--- config.mk ---
export PLATFORM = sky130hd
export DESIGN_NAME = paced_uart_tx_ring_buffer
export DESIGN_NICKNAME = d
export VERILOG_FILES = /design/src/rtl/core/uptx_pkg.sv /design/src/rtl/core/uptx_ring.sv /design/src/rtl/core/uptx_ctrl.sv /design/src/rtl/core/uptx_outq.sv /design/src/rtl/core/paced_uart_tx_ring_buffer.sv
export SDC_FILE = /design/constraint.sdc
export NUM_CORES = 2
export LEC_CHECK = 0
export BUFFER_PORTS_ARGS = -buffer_cell sky130_fd_sc_hd__buf_2
export CORE_AREA = 2 2 443 445
export CTS_CLUSTER_SIZE = 30
export DETAILED_ROUTE_END_ITERATION = 10
export DIE_AREA = 0 0 445 447
export GPL_TIMING_DRIVEN = 0
export SLEW_MARGIN = 25
export SYNTH_ARGS = -nofsm -noshare
export SYNTH_HDL_FRONTEND = slang
export SYNTH_SLANG_ARGS = --single-unit
--- constraint.sdc ---
create_clock -name clk_i -period 9.4 [get_ports clk_i]
set_input_delay 1.88 -clock clk_i [delete_from_list [all_inputs] [get_ports clk_i]]
set_output_delay 1.88 -clock clk_i [all_outputs]
set_load 0.03 [all_outputs]
--- src/rtl/core/uptx_pkg.sv ---
package uptx_pkg;

  localparam int CMD_W     = 2;
  localparam int BYTE_W    = 8;
  localparam int LEN_W     = 9;
  localparam int STATUS_W  = 2;
  localparam int PACE_W    = 8;
  localparam int PAUSE_W   = 7;
  localparam int CFG_IDX_W = 2;
  localparam int CFG_W     = 8;

  localparam logic [PACE_W-1:0]  PACE_RST    = 8'd10;
  localparam logic [PAUSE_W-1:0] PAUSE_RST   = 7'd100;
  localparam logic [PACE_W-1:0]  ELAPSED_MAX = 8'hff;

  localparam int OUTQ_DEPTH = 3;
  localparam int OUTQ_IDX_W = 2;
  localparam int OUTQ_CNT_W = 2;

  typedef enum logic [CMD_W-1:0] {
    CMD_HEADER = 2'd0,
    CMD_DATA   = 2'd1,
    CMD_SEND   = 2'd2,
    CMD_TICK   = 2'd3
  } cmd_e;

  typedef enum logic [STATUS_W-1:0] {
    ADMIT_NONE   = 2'd0,
    ADMIT_OK     = 2'd1,
    ADMIT_REJECT = 2'd2
  } admit_e;

  typedef enum logic [CFG_IDX_W-1:0] {
    REG_PACE_TIMEOUT = 2'd0,
    REG_WRAP_PAUSE   = 2'd1
  } cfg_reg_e;

  typedef struct packed {
    logic   tx_valid;
    admit_e status;
  } ctrl_res_t;

endpackage

--- src/rtl/core/uptx_ring.sv ---
module uptx_ring #(
  parameter int DEPTH = 256
) (
  input  logic                           clk_i,
  input  logic                           wr_en_i,
  input  logic [$clog2(DEPTH)-1:0]       wr_addr_i,
  input  logic [uptx_pkg::BYTE_W-1:0]    wr_data_i,
  input  logic                           rd_en_i,
  input  logic [$clog2(DEPTH)-1:0]       rd_addr_i,
  output logic [uptx_pkg::BYTE_W-1:0]    rd_data_o
);
  import uptx_pkg::*;

  logic [BYTE_W-1:0] mem [DEPTH];
  logic [BYTE_W-1:0] rd_data_q;

  always_ff @(posedge clk_i) begin
    if (wr_en_i) begin
      mem[wr_addr_i] <= wr_data_i;
    end
  end

  always_ff @(posedge clk_i) begin
    if (rd_en_i) begin
      rd_data_q <= mem[rd_addr_i];
    end
  end

  assign rd_data_o = rd_data_q;

endmodule

--- src/rtl/core/uptx_ctrl.sv ---
module uptx_ctrl #(
  parameter int DEPTH = 256
) (
  input  logic                              clk_i,
  input  logic                              rst_ni,
  input  logic                              accept_i,
  input  logic [uptx_pkg::CMD_W-1:0]        command_i,
  input  logic [uptx_pkg::BYTE_W-1:0]       data_byte_i,
  input  logic [uptx_pkg::LEN_W-1:0]        packet_length_i,
  input  logic                              tx_done_i,
  input  logic                              cfg_we_i,
  input  logic [uptx_pkg::CFG_IDX_W-1:0]    cfg_index_i,
  input  logic [uptx_pkg::CFG_W-1:0]        cfg_data_i,
  output logic                              wr_en_o,
  output logic [$clog2(DEPTH)-1:0]          wr_addr_o,
  output logic [uptx_pkg::BYTE_W-1:0]       wr_data_o,
  output logic                              rd_en_o,
  output logic [$clog2(DEPTH)-1:0]          rd_addr_o,
  output uptx_pkg::ctrl_res_t               res_o,
  output logic [$clog2(DEPTH+1)-1:0]        fill_o
);
  import uptx_pkg::*;

  localparam int PTR_W = $clog2(DEPTH);
  localparam int CNT_W = $clog2(DEPTH + 1);
  localparam int SUM_W = ((CNT_W > LEN_W) ? CNT_W : LEN_W) + 2;
  localparam logic [PTR_W-1:0] PTR_LAST = PTR_W'(DEPTH - 1);
  localparam logic [SUM_W-1:0] DEPTH_S  = SUM_W'(DEPTH);

  logic [PTR_W-1:0]   wp_q, wp_d, rp_q, rp_d;
  logic [CNT_W-1:0]   occ_q, occ_d, res_q, res_d;
  logic [LEN_W-1:0]   disc_q, disc_d;
  logic [PACE_W-1:0]  elapsed_q, elapsed_d, pace_q;
  logic [PAUSE_W-1:0] pause_q, pause_d, wrap_q;
  logic [PTR_W-1:0]   rp_inc;
  logic [SUM_W-1:0]   need;
  logic               fire;
  cmd_e               cmd;
  ctrl_res_t          res;

  assign cmd    = cmd_e'(command_i);
  assign rp_inc = (rp_q == PTR_LAST) ? '0 : rp_q + 1'b1;
  assign need   = SUM_W'(occ_q) + SUM_W'(packet_length_i);
  assign fire   = (occ_q != '0) && (pause_q == '0) && (tx_done_i || (elapsed_q > pace_q));

  always_comb begin
    wp_d      = wp_q;
    rp_d      = rp_q;
    occ_d     = occ_q;
    res_d     = res_q;
    disc_d    = disc_q;
    elapsed_d = elapsed_q;
    pause_d   = pause_q;
    wr_en_o   = 1'b0;
    rd_en_o   = 1'b0;
    res       = '{tx_valid: 1'b0, status: ADMIT_NONE};
    case (cmd)
      CMD_HEADER: begin
        if ((packet_length_i == '0) || (need > DEPTH_S)) begin
          res.status = ADMIT_REJECT;
          res_d      = '0;
          disc_d     = packet_length_i;
        end else begin
          res.status = ADMIT_OK;
          res_d      = CNT_W'(packet_length_i);
          disc_d     = '0;
        end
      end
      CMD_DATA: begin
        if (res_q != '0) begin
          wr_en_o = accept_i;
          wp_d    = (wp_q == PTR_LAST) ? '0 : wp_q + 1'b1;
          occ_d   = occ_q + 1'b1;
          res_d   = res_q - 1'b1;
        end else if (disc_q != '0) begin
          disc_d = disc_q - 1'b1;
        end
      end
      CMD_SEND: begin
        if (fire) begin
          res.tx_valid = 1'b1;
          rd_en_o      = accept_i;
          rp_d         = rp_inc;
          occ_d        = occ_q - 1'b1;
          elapsed_d    = '0;
          if (rp_inc == '0) begin
            pause_d = wrap_q;
          end
        end
      end
      default: begin
        if (elapsed_q != ELAPSED_MAX) begin
          elapsed_d = elapsed_q + 1'b1;
        end
        if (pause_q != '0) begin
          pause_d = pause_q - 1'b1;
        end
      end
    endcase
  end

  always_ff @(posedge clk_i or negedge rst_ni) begin
    if (!rst_ni) begin
      wp_q      <= '0;
      rp_q      <= '0;
      occ_q     <= '0;
      res_q     <= '0;
      disc_q    <= '0;
      elapsed_q <= '0;
      pause_q   <= '0;
    end else if (accept_i) begin
      wp_q      <= wp_d;
      rp_q      <= rp_d;
      occ_q     <= occ_d;
      res_q     <= res_d;
      disc_q    <= disc_d;
      elapsed_q <= elapsed_d;
      pause_q   <= pause_d;
    end
  end

  always_ff @(posedge clk_i or negedge rst_ni) begin
    if (!rst_ni) begin
      pace_q <= PACE_RST;
      wrap_q <= PAUSE_RST;
    end else if (cfg_we_i) begin
      if (cfg_index_i == REG_PACE_TIMEOUT) begin
        pace_q <= cfg_data_i[PACE_W-1:0];
      end else if (cfg_index_i == REG_WRAP_PAUSE) begin
        wrap_q <= cfg_data_i[PAUSE_W-1:0];
      end
    end
  end

  assign wr_addr_o = wp_q;
  assign wr_data_o = data_byte_i;
  assign rd_addr_o = rp_q;
  assign res_o     = res;
  assign fill_o    = occ_d;

endmodule

--- src/rtl/core/uptx_outq.sv ---
module uptx_outq #(
  parameter int FILL_W = 9
) (
  input  logic                          clk_i,
  input  logic                          rst_ni,
  input  logic                          push_i,
  input  uptx_pkg::ctrl_res_t           res_i,
  input  logic [FILL_W-1:0]             fill_i,
  input  logic [uptx_pkg::BYTE_W-1:0]   rd_data_i,
  input  logic                          pop_i,
  output logic                          full_o,
  output logic                          valid_o,
  output logic                          tx_valid_o,
  output logic [uptx_pkg::BYTE_W-1:0]   tx_byte_o,
  output logic [uptx_pkg::STATUS_W-1:0] status_o,
  output logic [FILL_W-1:0]             fill_o
);
  import uptx_pkg::*;

  localparam logic [OUTQ_IDX_W-1:0] IDX_LAST = OUTQ_IDX_W'(OUTQ_DEPTH - 1);
  localparam logic [OUTQ_CNT_W:0]   CAP      = (OUTQ_CNT_W + 1)'(OUTQ_DEPTH);

  logic                  a_valid_q;
  ctrl_res_t             a_res_q;
  logic [FILL_W-1:0]     a_fill_q;

  ctrl_res_t             q_res  [OUTQ_DEPTH];
  logic [FILL_W-1:0]     q_fill [OUTQ_DEPTH];
  logic [BYTE_W-1:0]     q_byte [OUTQ_DEPTH];
  logic [OUTQ_IDX_W-1:0] head_q, tail_q;
  logic [OUTQ_CNT_W-1:0] cnt_q;
  logic                  do_pop;

  assign do_pop = pop_i && (cnt_q != '0);
  assign full_o = ((OUTQ_CNT_W + 1)'(cnt_q) + (OUTQ_CNT_W + 1)'(a_valid_q)) >= CAP;

  // stage a lines up the request with the registered ring read
  always_ff @(posedge clk_i or negedge rst_ni) begin
    if (!rst_ni) begin
      a_valid_q <= 1'b0;
    end else begin
      a_valid_q <= push_i;
    end
  end

  always_ff @(posedge clk_i) begin
    if (push_i) begin
      a_res_q  <= res_i;
      a_fill_q <= fill_i;
    end
  end

  always_ff @(posedge clk_i) begin
    if (a_valid_q) begin
      q_res[tail_q]  <= a_res_q;
      q_fill[tail_q] <= a_fill_q;
      q_byte[tail_q] <= a_res_q.tx_valid ? rd_data_i : '0;
    end
  end

  always_ff @(posedge clk_i or negedge rst_ni) begin
    if (!rst_ni) begin
      head_q <= '0;
      tail_q <= '0;
      cnt_q  <= '0;
    end else begin
      if (a_valid_q) begin
        tail_q <= (tail_q == IDX_LAST) ? '0 : tail_q + 1'b1;
      end
      if (do_pop) begin
        head_q <= (head_q == IDX_LAST) ? '0 : head_q + 1'b1;
      end
      if (a_valid_q && !do_pop) begin
        cnt_q <= cnt_q + 1'b1;
      end else if (!a_valid_q && do_pop) begin
        cnt_q <= cnt_q - 1'b1;
      end
    end
  end

  assign valid_o    = (cnt_q != '0);
  assign tx_valid_o = q_res[head_q].tx_valid;
  assign tx_byte_o  = q_byte[head_q];
  assign status_o   = q_res[head_q].status;
  assign fill_o     = q_fill[head_q];

endmodule

--- src/rtl/core/paced_uart_tx_ring_buffer.sv ---
// paced uart transmit ring buffer
// input channel: in_valid_i / in_stall_o with command_i, data_byte_i,
//   packet_length_i and tx_done_i; a request is taken when valid is high
//   and stall is low
// output channel: out_valid_o / out_stall_i with tx_valid_o, tx_byte_o,
//   admit_status_o and fill_level_o; every request gives exactly one result
// config channel: cfg_valid_i / cfg_ready_o, cfg_index_i selects
//   pace timeout (0) or wrap pause (1); ready is always high
// a result is registered in the ring read register and then in the result
//   queue before it shows on the output
// throughput: one request per cycle while in_stall_o is low, set by the pointer
//   and counter update and the one write and one read port of the ring
// the ring needs no clearing pass, only counted entries are ever read
// reset clears pointers, counters and the result queue and loads the
//   register defaults (timeout 10, pause 100)
// when the receiver stalls, up to three results wait in the result queue;
//   in_stall_o rises once queue and read stage together hold three results
module paced_uart_tx_ring_buffer #(
  parameter int DEPTH = 256
) (
  input  logic                              clk_i,
  input  logic                              rst_ni,
  input  logic                              in_valid_i,
  output logic                              in_stall_o,
  input  logic [uptx_pkg::CMD_W-1:0]        command_i,
  input  logic [uptx_pkg::BYTE_W-1:0]       data_byte_i,
  input  logic [uptx_pkg::LEN_W-1:0]        packet_length_i,
  input  logic                              tx_done_i,
  output logic                              out_valid_o,
  input  logic                              out_stall_i,
  output logic                              tx_valid_o,
  output logic [uptx_pkg::BYTE_W-1:0]       tx_byte_o,
  output logic [uptx_pkg::STATUS_W-1:0]     admit_status_o,
  output logic [$clog2(DEPTH+1)-1:0]        fill_level_o,
  input  logic                              cfg_valid_i,
  output logic                              cfg_ready_o,
  input  logic [uptx_pkg::CFG_IDX_W-1:0]    cfg_index_i,
  input  logic [uptx_pkg::CFG_W-1:0]        cfg_data_i
);
  import uptx_pkg::*;

  localparam int PTR_W  = $clog2(DEPTH);
  localparam int FILL_W = $clog2(DEPTH + 1);

  logic              accept;
  logic              full;
  logic              wr_en, rd_en;
  logic [PTR_W-1:0]  wr_addr, rd_addr;
  logic [BYTE_W-1:0] wr_data, rd_data;
  ctrl_res_t         res;
  logic [FILL_W-1:0] fill;

  assign in_stall_o  = full;
  assign accept      = in_valid_i && !full;
  assign cfg_ready_o = 1'b1;

  uptx_ctrl #(
    .DEPTH(DEPTH)
  ) u_ctrl (
    .clk_i,
    .rst_ni,
    .accept_i        (accept),
    .command_i,
    .data_byte_i,
    .packet_length_i,
    .tx_done_i,
    .cfg_we_i        (cfg_valid_i && cfg_ready_o),
    .cfg_index_i,
    .cfg_data_i,
    .wr_en_o         (wr_en),
    .wr_addr_o       (wr_addr),
    .wr_data_o       (wr_data),
    .rd_en_o         (rd_en),
    .rd_addr_o       (rd_addr),
    .res_o           (res),
    .fill_o          (fill)
  );

  uptx_ring #(
    .DEPTH(DEPTH)
  ) u_ring (
    .clk_i,
    .wr_en_i   (wr_en),
    .wr_addr_i (wr_addr),
    .wr_data_i (wr_data),
    .rd_en_i   (rd_en),
    .rd_addr_i (rd_addr),
    .rd_data_o (rd_data)
  );

  uptx_outq #(
    .FILL_W(FILL_W)
  ) u_outq (
    .clk_i,
    .rst_ni,
    .push_i     (accept),
    .res_i      (res),
    .fill_i     (fill),
    .rd_data_i  (rd_data),
    .pop_i      (!out_stall_i),
    .full_o     (full),
    .valid_o    (out_valid_o),
    .tx_valid_o (tx_valid_o),
    .tx_byte_o  (tx_byte_o),
    .status_o   (admit_status_o),
    .fill_o     (fill_level_o)
  );

endmodule

* Word-level counts from Yosys, hierarchy flattened *
Memory sizes are Yosys's and may differ from the RTL's. A register that Yosys moved wholly into a read port is not among the register bits.
Index checks and enable logic that the tools add are counted.

storage, ports and cells
  register bits = 83
  latch bits = 0
  RAM bits = 2108
  ROM bits = 0
  input port bits = 35
  output and inout bits = 23
  word-level logic and storage cells = 111
  memories kept = 4

cells by class
  add/sub/neg operators = 13
  multipliers = 0
  div/mod/pow operators = 0
  magnitude comparators = 3
  equality and inequality tests = 11
  shifts and indexed selects = 0
  multiplexer cells = 30
  bitwise operators = 2
  reductions and logical operators = 33

memory list
  name           depth  width  rd ports  clocked after Yosys merged registers in  write ports  RTL line         RTL
  u_ring.mem     256    8      1         1                                        1            uptx_ring.sv:14  logic [BYTE_W-1:0] mem [DEPTH];
  u_outq.q_fill  3      9      1         0                                        1            uptx_outq.sv:28  logic [FILL_W-1:0] q_fill [OUTQ_DEPTH];
  u_outq.q_byte  3      8      1         0                                        1            uptx_outq.sv:29  logic [BYTE_W-1:0] q_byte [OUTQ_DEPTH];
  u_outq.q_res   3      3      1         0                                        1            uptx_outq.sv:27  ctrl_res_t q_res [OUTQ_DEPTH];

operator list
  cell                                                  number
  2-to-1 mux 8 bit                                      5
  2-to-1 mux 9 bit                                      4
  one-hot mux 9 bit (2 select lines)                    2
  adder 8 x 1 -> 8 bit (second input constant)          3
  2-to-1 mux 7 bit                                      3
  nonzero test 9 bit                                    2
  subtractor 9 x 1 -> 9 bit (second input constant)     2
  == test 8 bit (second input constant)                 2
  one-hot mux 8 bit (2 select lines)                    1
  one-hot mux 7 bit (2 select lines)                    1
  AND reduction 3 bit                                   4
  > comparator 11 x 9 -> 1 bit (second input constant)  1
  adder 9 x 9 -> 10 bit                                 1
  2-to-1 mux 2 bit                                      5
  nonzero test 2 bit                                    5
  adder 9 x 1 -> 9 bit (second input constant)          1
  zero test 9 bit                                       1
  2-to-1 mux 1 bit                                      9
  > comparator 8 bit                                    1
  zero test 8 bit                                       1
  != test 8 bit (second input constant)                 1
  zero test 7 bit                                       1
  nonzero test 7 bit                                    1
  subtractor 7 x 1 -> 7 bit (second input constant)     1
  16 further kinds                                      34

* Logic depth before layout (Yosys ltp) *
  word-level depth = 8
  mapped depth = 14
  gate-level depth less buffers = 11

* Modules after synthesis *
From an unflattened synthesis, not the netlist that was laid out.

unflattened totals
  cell total of the unflattened synthesis = 4464
  area, all modules = 87353.8 µm²

modules (own cells, without submodules)
  module                     instances  cells an instance  area each (µm²)  sequential area each (µm²)
  uptx_ring                  1          3733               79636.4          61739.2
  uptx_ctrl                  1          550                4688.2           1607.8
  uptx_outq                  1          177                3000.4           2337.2
  paced_uart_tx_ring_buffer  1          4                  28.8             0.0

* Worst setup path before layout *
Ideal clock, no wire load.

  path kind = in2reg
  start = input command_i[1] (netlist name)
  end = memory u_ring.mem[223][0], enable pin
  library setup time = 0.370 ns
  arrival = 3.948 ns
  data required time = 9.030 ns
  path slack = 5.082 ns
  cell stages on the path = 9
  buffers on the path = 3
  cells stage by stage = inv_1 -> ha_1 -> clkbuf_1 -> nand2_1 -> nor2_1 -> clkbuf_1 -> nand3_1 -> buf_2 -> nor2_1

on the way
  cells in the longest elaborated chain, start to end = 4

ends and longest elaborated chain
  item                                    RTL line                         RTL
  start: declaration                      paced_uart_tx_ring_buffer.sv:25  input logic [uptx_pkg::CMD_W-1:0] command_i,
  == test 2 x 1 -> 1 bit                  uptx_ctrl.sv:57                  case (cmd)
  2-to-1 mux 1 bit                        uptx_ctrl.sv:57
  2-to-1 mux 1 bit                        uptx_ring.sv:18                  if (wr_en_i) begin
  2-to-1 mux 1 bit (not written as such)  uptx_ring.sv:19                  mem[wr_addr_i] <= wr_data_i;
  end: declaration                        uptx_ring.sv:14

No other way between the ends.

==> flow_summary.ini <==
[clock_network]
cts-buffers-inserted = 218
register_clock_pin_slew_on_the_reported_worst_setup_and_hold_paths_ns = 0.07
clock_tree.root_cell = sky130_fd_sc_hd__clkbuf_16
cts-hold-fix-buffers = 0
clock_sink_count = 2199
clk_path_buf_depth = 3
cts_max_level = 4
postCtsSetupRepairBufs = 0
clk_latency_ns = 0.90
tritoncts = built
post_cts_resize_count = 0

[worst_setup_path]
timing.critical_path.required_ns = 9.90
worst_path_most_repeated_cell = sky130_fd_sc_hd__buf_2
rr_endpoint = u_ring.rd_data_o[1]$_DFFE_PP_
critical_path_class = register to register
timing.critical_path.fanout_max = 10
cp_top_family = buffers and inverters
worst_setup_path_start_kind = register
crit_slowest_cell = sky130_fd_sc_hd__buf_2
worst-endpoint-arrival_ns = 6.92
type_of_element_capturing_the_critical_path = register
worst_r2r_path_cells = 10
timing.reg2reg.setup_slack_ns = 2.98
cp.buffers_inverters = 5
crit_chain = buf_4, buf_2, buf_2, buf_2, buf_2, mux4_2, a221oi_1, nor3_1, a31oi_1, o211ai_1
cp_slowest_stage_delay_ns = 0.99
r2r-start = u_ctrl.rd_addr_o[1]$_DFFE_PN0P_

[synth]
synth_enable_flop_cells = 2128
synth_cell_type_count = 77
post_synth_inst_count = 4418
postSynth.asyncResetShare_pct = 3.229
syn-num-nets = 4489
post_synth_simple_gate_area_pct = 3.420
ys_seq_area_share_pct = 75.40
synth_area_leaders = sky130_fd_sc_hd__edfxtp_1, sky130_fd_sc_hd__mux4_2, sky130_fd_sc_hd__mux2i_1
syn-cell-area_sq_um = 87110
synth_largest_type_area_fraction_pct = 73.36
synth_top_family_by_area = multiplexers
dominantRegCellSynth = sky130_fd_sc_hd__edfxtp_1
synth_mux_area_share_pct = 15.15
synthesis.yosys.warnings = 0
yosysTopAreaCell = sky130_fd_sc_hd__edfxtp_1
compound_gate_portion_of_the_synthesized_area_pct = 3.612
synth_xor_area_share_pct = 0.1709
yosys.area_share.adder_pct = 0.5257
postSynthRegisterBits = 2199
syn_area_per_cell_sq_um = 19.72

[drt]
routed_vias_inst = 6.640
dr.pass1.iters = 6
first_iter_violations = 9016
routed_wl_mm = 317.9
route.detailed.wl_per_inst_microns = 42.46
vias = 49710
post_detailed_route_drc_marker_count = 0
antenna_violating_nets_post_route = 0

[die]
die_x_microns = 445
core_region_area_sq_um = 194200
die_area_sq_um = 198900
start_util_pct = 44.86
row_count = 162
floorplan.die.height_microns = 447
io_pins = 58

[placed_design]
io_buffers = 56
detailedPlacementHpwl_mm = 209.1
finalWeightedCongestion = 1.039
placement.cell_area_sq_um = 92270

[pwr]
p_leak_nw = 32.52
seqPwrFrac_pct = 47.4
p_clk_share_pct = 37.5
p_per_area_nw_per_um2 = 235.7
power.combinational.fraction_pct = 15.1
intPower_w = 0.01712
ir_drop_uv = 163.6
swShare_pct = 26.93
power.net_switching_w = 0.006312

[final_layout]
layout.cell_area.non_filler_sq_um = 99420
finish.net_count = 4829
layout-drive-gt1-share_pct = 23.68
final_cell_mix = sky130_fd_sc_hd__edfxtp_1, sky130_fd_sc_hd__mux4_2, sky130_fd_sc_hd__nor2_1
area_growth_pct = 14.13
mostFrequentLayoutCell = sky130_fd_sc_hd__edfxtp_1

[timing]
post-route-period-util_pct = 68.33
fmax_mhz = 155.7
fin_crit_ns = 6.423
setup-tns-final_ns = 0
actual_transition_at_the_worst_max_transition_pin_ns = 1.257
slew_violations = 0
fin_worst_skew_ns = 0.04745
grt_setup_unrepaired = no
slew_headroom_pct = 15.33
final_hold_viol_count = 0
finalSetupViolCount = 0

[min_path]
hold_path_class = register to register
holdPathEnd = u_outq.q_fill[0][2]$_DFFE_PP_
min_delay_path_depth = 0
hp-start = u_outq.a_fill_q[2]$_DFFE_PP_

[global_route]
grt_first_pass_wirelength_mm = 419.7
grt_antenna_before_repair = 19
grt_max_degree = 121
grt_usage_pct = 31.83
grt_remaining_overflow = 0
first_global_vias = 47040

[run_status]
outcome = finished, final reports clean

[flow_run]
timing.max_cap.violations = 0
-- worst max-delay path by stage --
stage | start | to | slack (ns) | depth (start not counted)
3_3_place_gp | u_ctrl.rd_addr_o[3]$_DFFE_PN0P_ | u_ring.rd_data_o[6]$_DFFE_PP_ | 1.88 | 9
6_report | u_ctrl.rd_addr_o[1]$_DFFE_PN0P_ | u_ring.rd_data_o[1]$_DFFE_PP_ | 2.98 | 10
5_1_grt | u_ctrl.rd_addr_o[1]$_DFFE_PN0P_ | u_ring.rd_data_o[6]$_DFFE_PP_ | 3.24 | 11
4_1_cts | u_ctrl.rd_addr_o[1]$_DFFE_PN0P_ | u_ring.rd_data_o[6]$_DFFE_PP_ | 3.24 | 11
3_5_place_dp | command_i[1] | u_ring.mem[143][7]$_DFFE_PP_ | 2.88 | 10
2_1_floorplan | command_i[1] | u_ring.mem[223][0]$_DFFE_PP_ | 5.08 | 9
-- logic make-up (layout without fill, tap and decap cells) --
group	Yosys count	after routing
flip-flops	2199	2199
multiplexers	708	708
AND/OR/NAND/NOR	687	687
AO/OA/AOI/OAI	468	468
buffers and inverters	302	824
adder cells (fa/ha/maj)	36	36
XOR/XNOR	17	17
other	1	6
-- metal layers --
metal  track usage (%)  wire (microns)
met1             42.01          116300
met2             46.88          139600
met3             9.903           40090
met4             18.27           21840
met5                 0              95
-- metrics by stage --
step,worst slack [ns],instances,utilization (%),hold WS (ns),total power [W]
after floorplan,5.082,4418,-,0.4401,0.01312
after global placement,1.877,7016,46.64,0.4470,0.01469
after detailed placement,2.883,7080,47.52,0.4542,0.01478
after CTS,3.238,7482,51.18,0.4662,0.02338
after global routing,3.237,7483,51.20,0.4843,0.02391
final,2.977,7487,51.20,0.4637,0.02343
-- cells in the mapped netlist, drive strengths merged, types with 12 or more instances --
master and n:
nor3 21, a221oi 16, edfxtp 2128, dfrtp 66
o21ai 122, a211oi 19, clkbuf 113, nand3 45
mux4 487, o22ai 31, a31oi 17, o31ai 12
a22oi 13, nand2 166, buf 143, a21oi 85
ha 35, inv 43, o221ai 52, and2 22
nor2b 17, nor2 346, mux2 14, a21o 15
mux2i 207
-- power groups by stage --
stage	logic, W	registers (W)	clock network, W
final	0.00355	0.0111	0.00879
after CTS	0.00348	0.0111	0.00880
after global routing	0.00363	0.0111	0.00917
after global placement	0.00335	0.0113	0
after floorplan	0.00186	0.0113	0
after detailed placement	0.00347	0.0113	0
-- flip-flops by register name, indices dropped and copies added (netlist names), 2 cells and up --
signal / cells
u_outq.head_q: 2
u_ctrl.elapsed_q: 8
u_outq.q_byte: 24
u_outq.cnt_q: 2
u_outq.q_fill: 27
u_ring.rd_data_o: 8
u_ctrl.wr_addr_o: 8
u_ctrl.pace_q: 8
u_ctrl.pause_q: 7
u_outq.a_fill_q: 9
u_outq.tail_q: 2
u_outq.a_res_q: 3
u_ctrl.res_q: 9
u_ctrl.wrap_q: 7
u_ctrl.rd_addr_o: 8
u_ctrl.occ_q: 9
u_outq.q_res: 9
u_ring.mem: 2048
-- area by class of cell --
cell class,instances,area (sq um)
inverter,46,172.7
antenna,5,12.51
multi-input combinational,1917,20000
sequential,2199,65680
timing repair buffer,120,1853
clock buffer,274,5861
buffer,256,1414
clock inverter,128,1245
fill,15440,94760
tap,2542,3181
(Power assumes the default switching activity.)
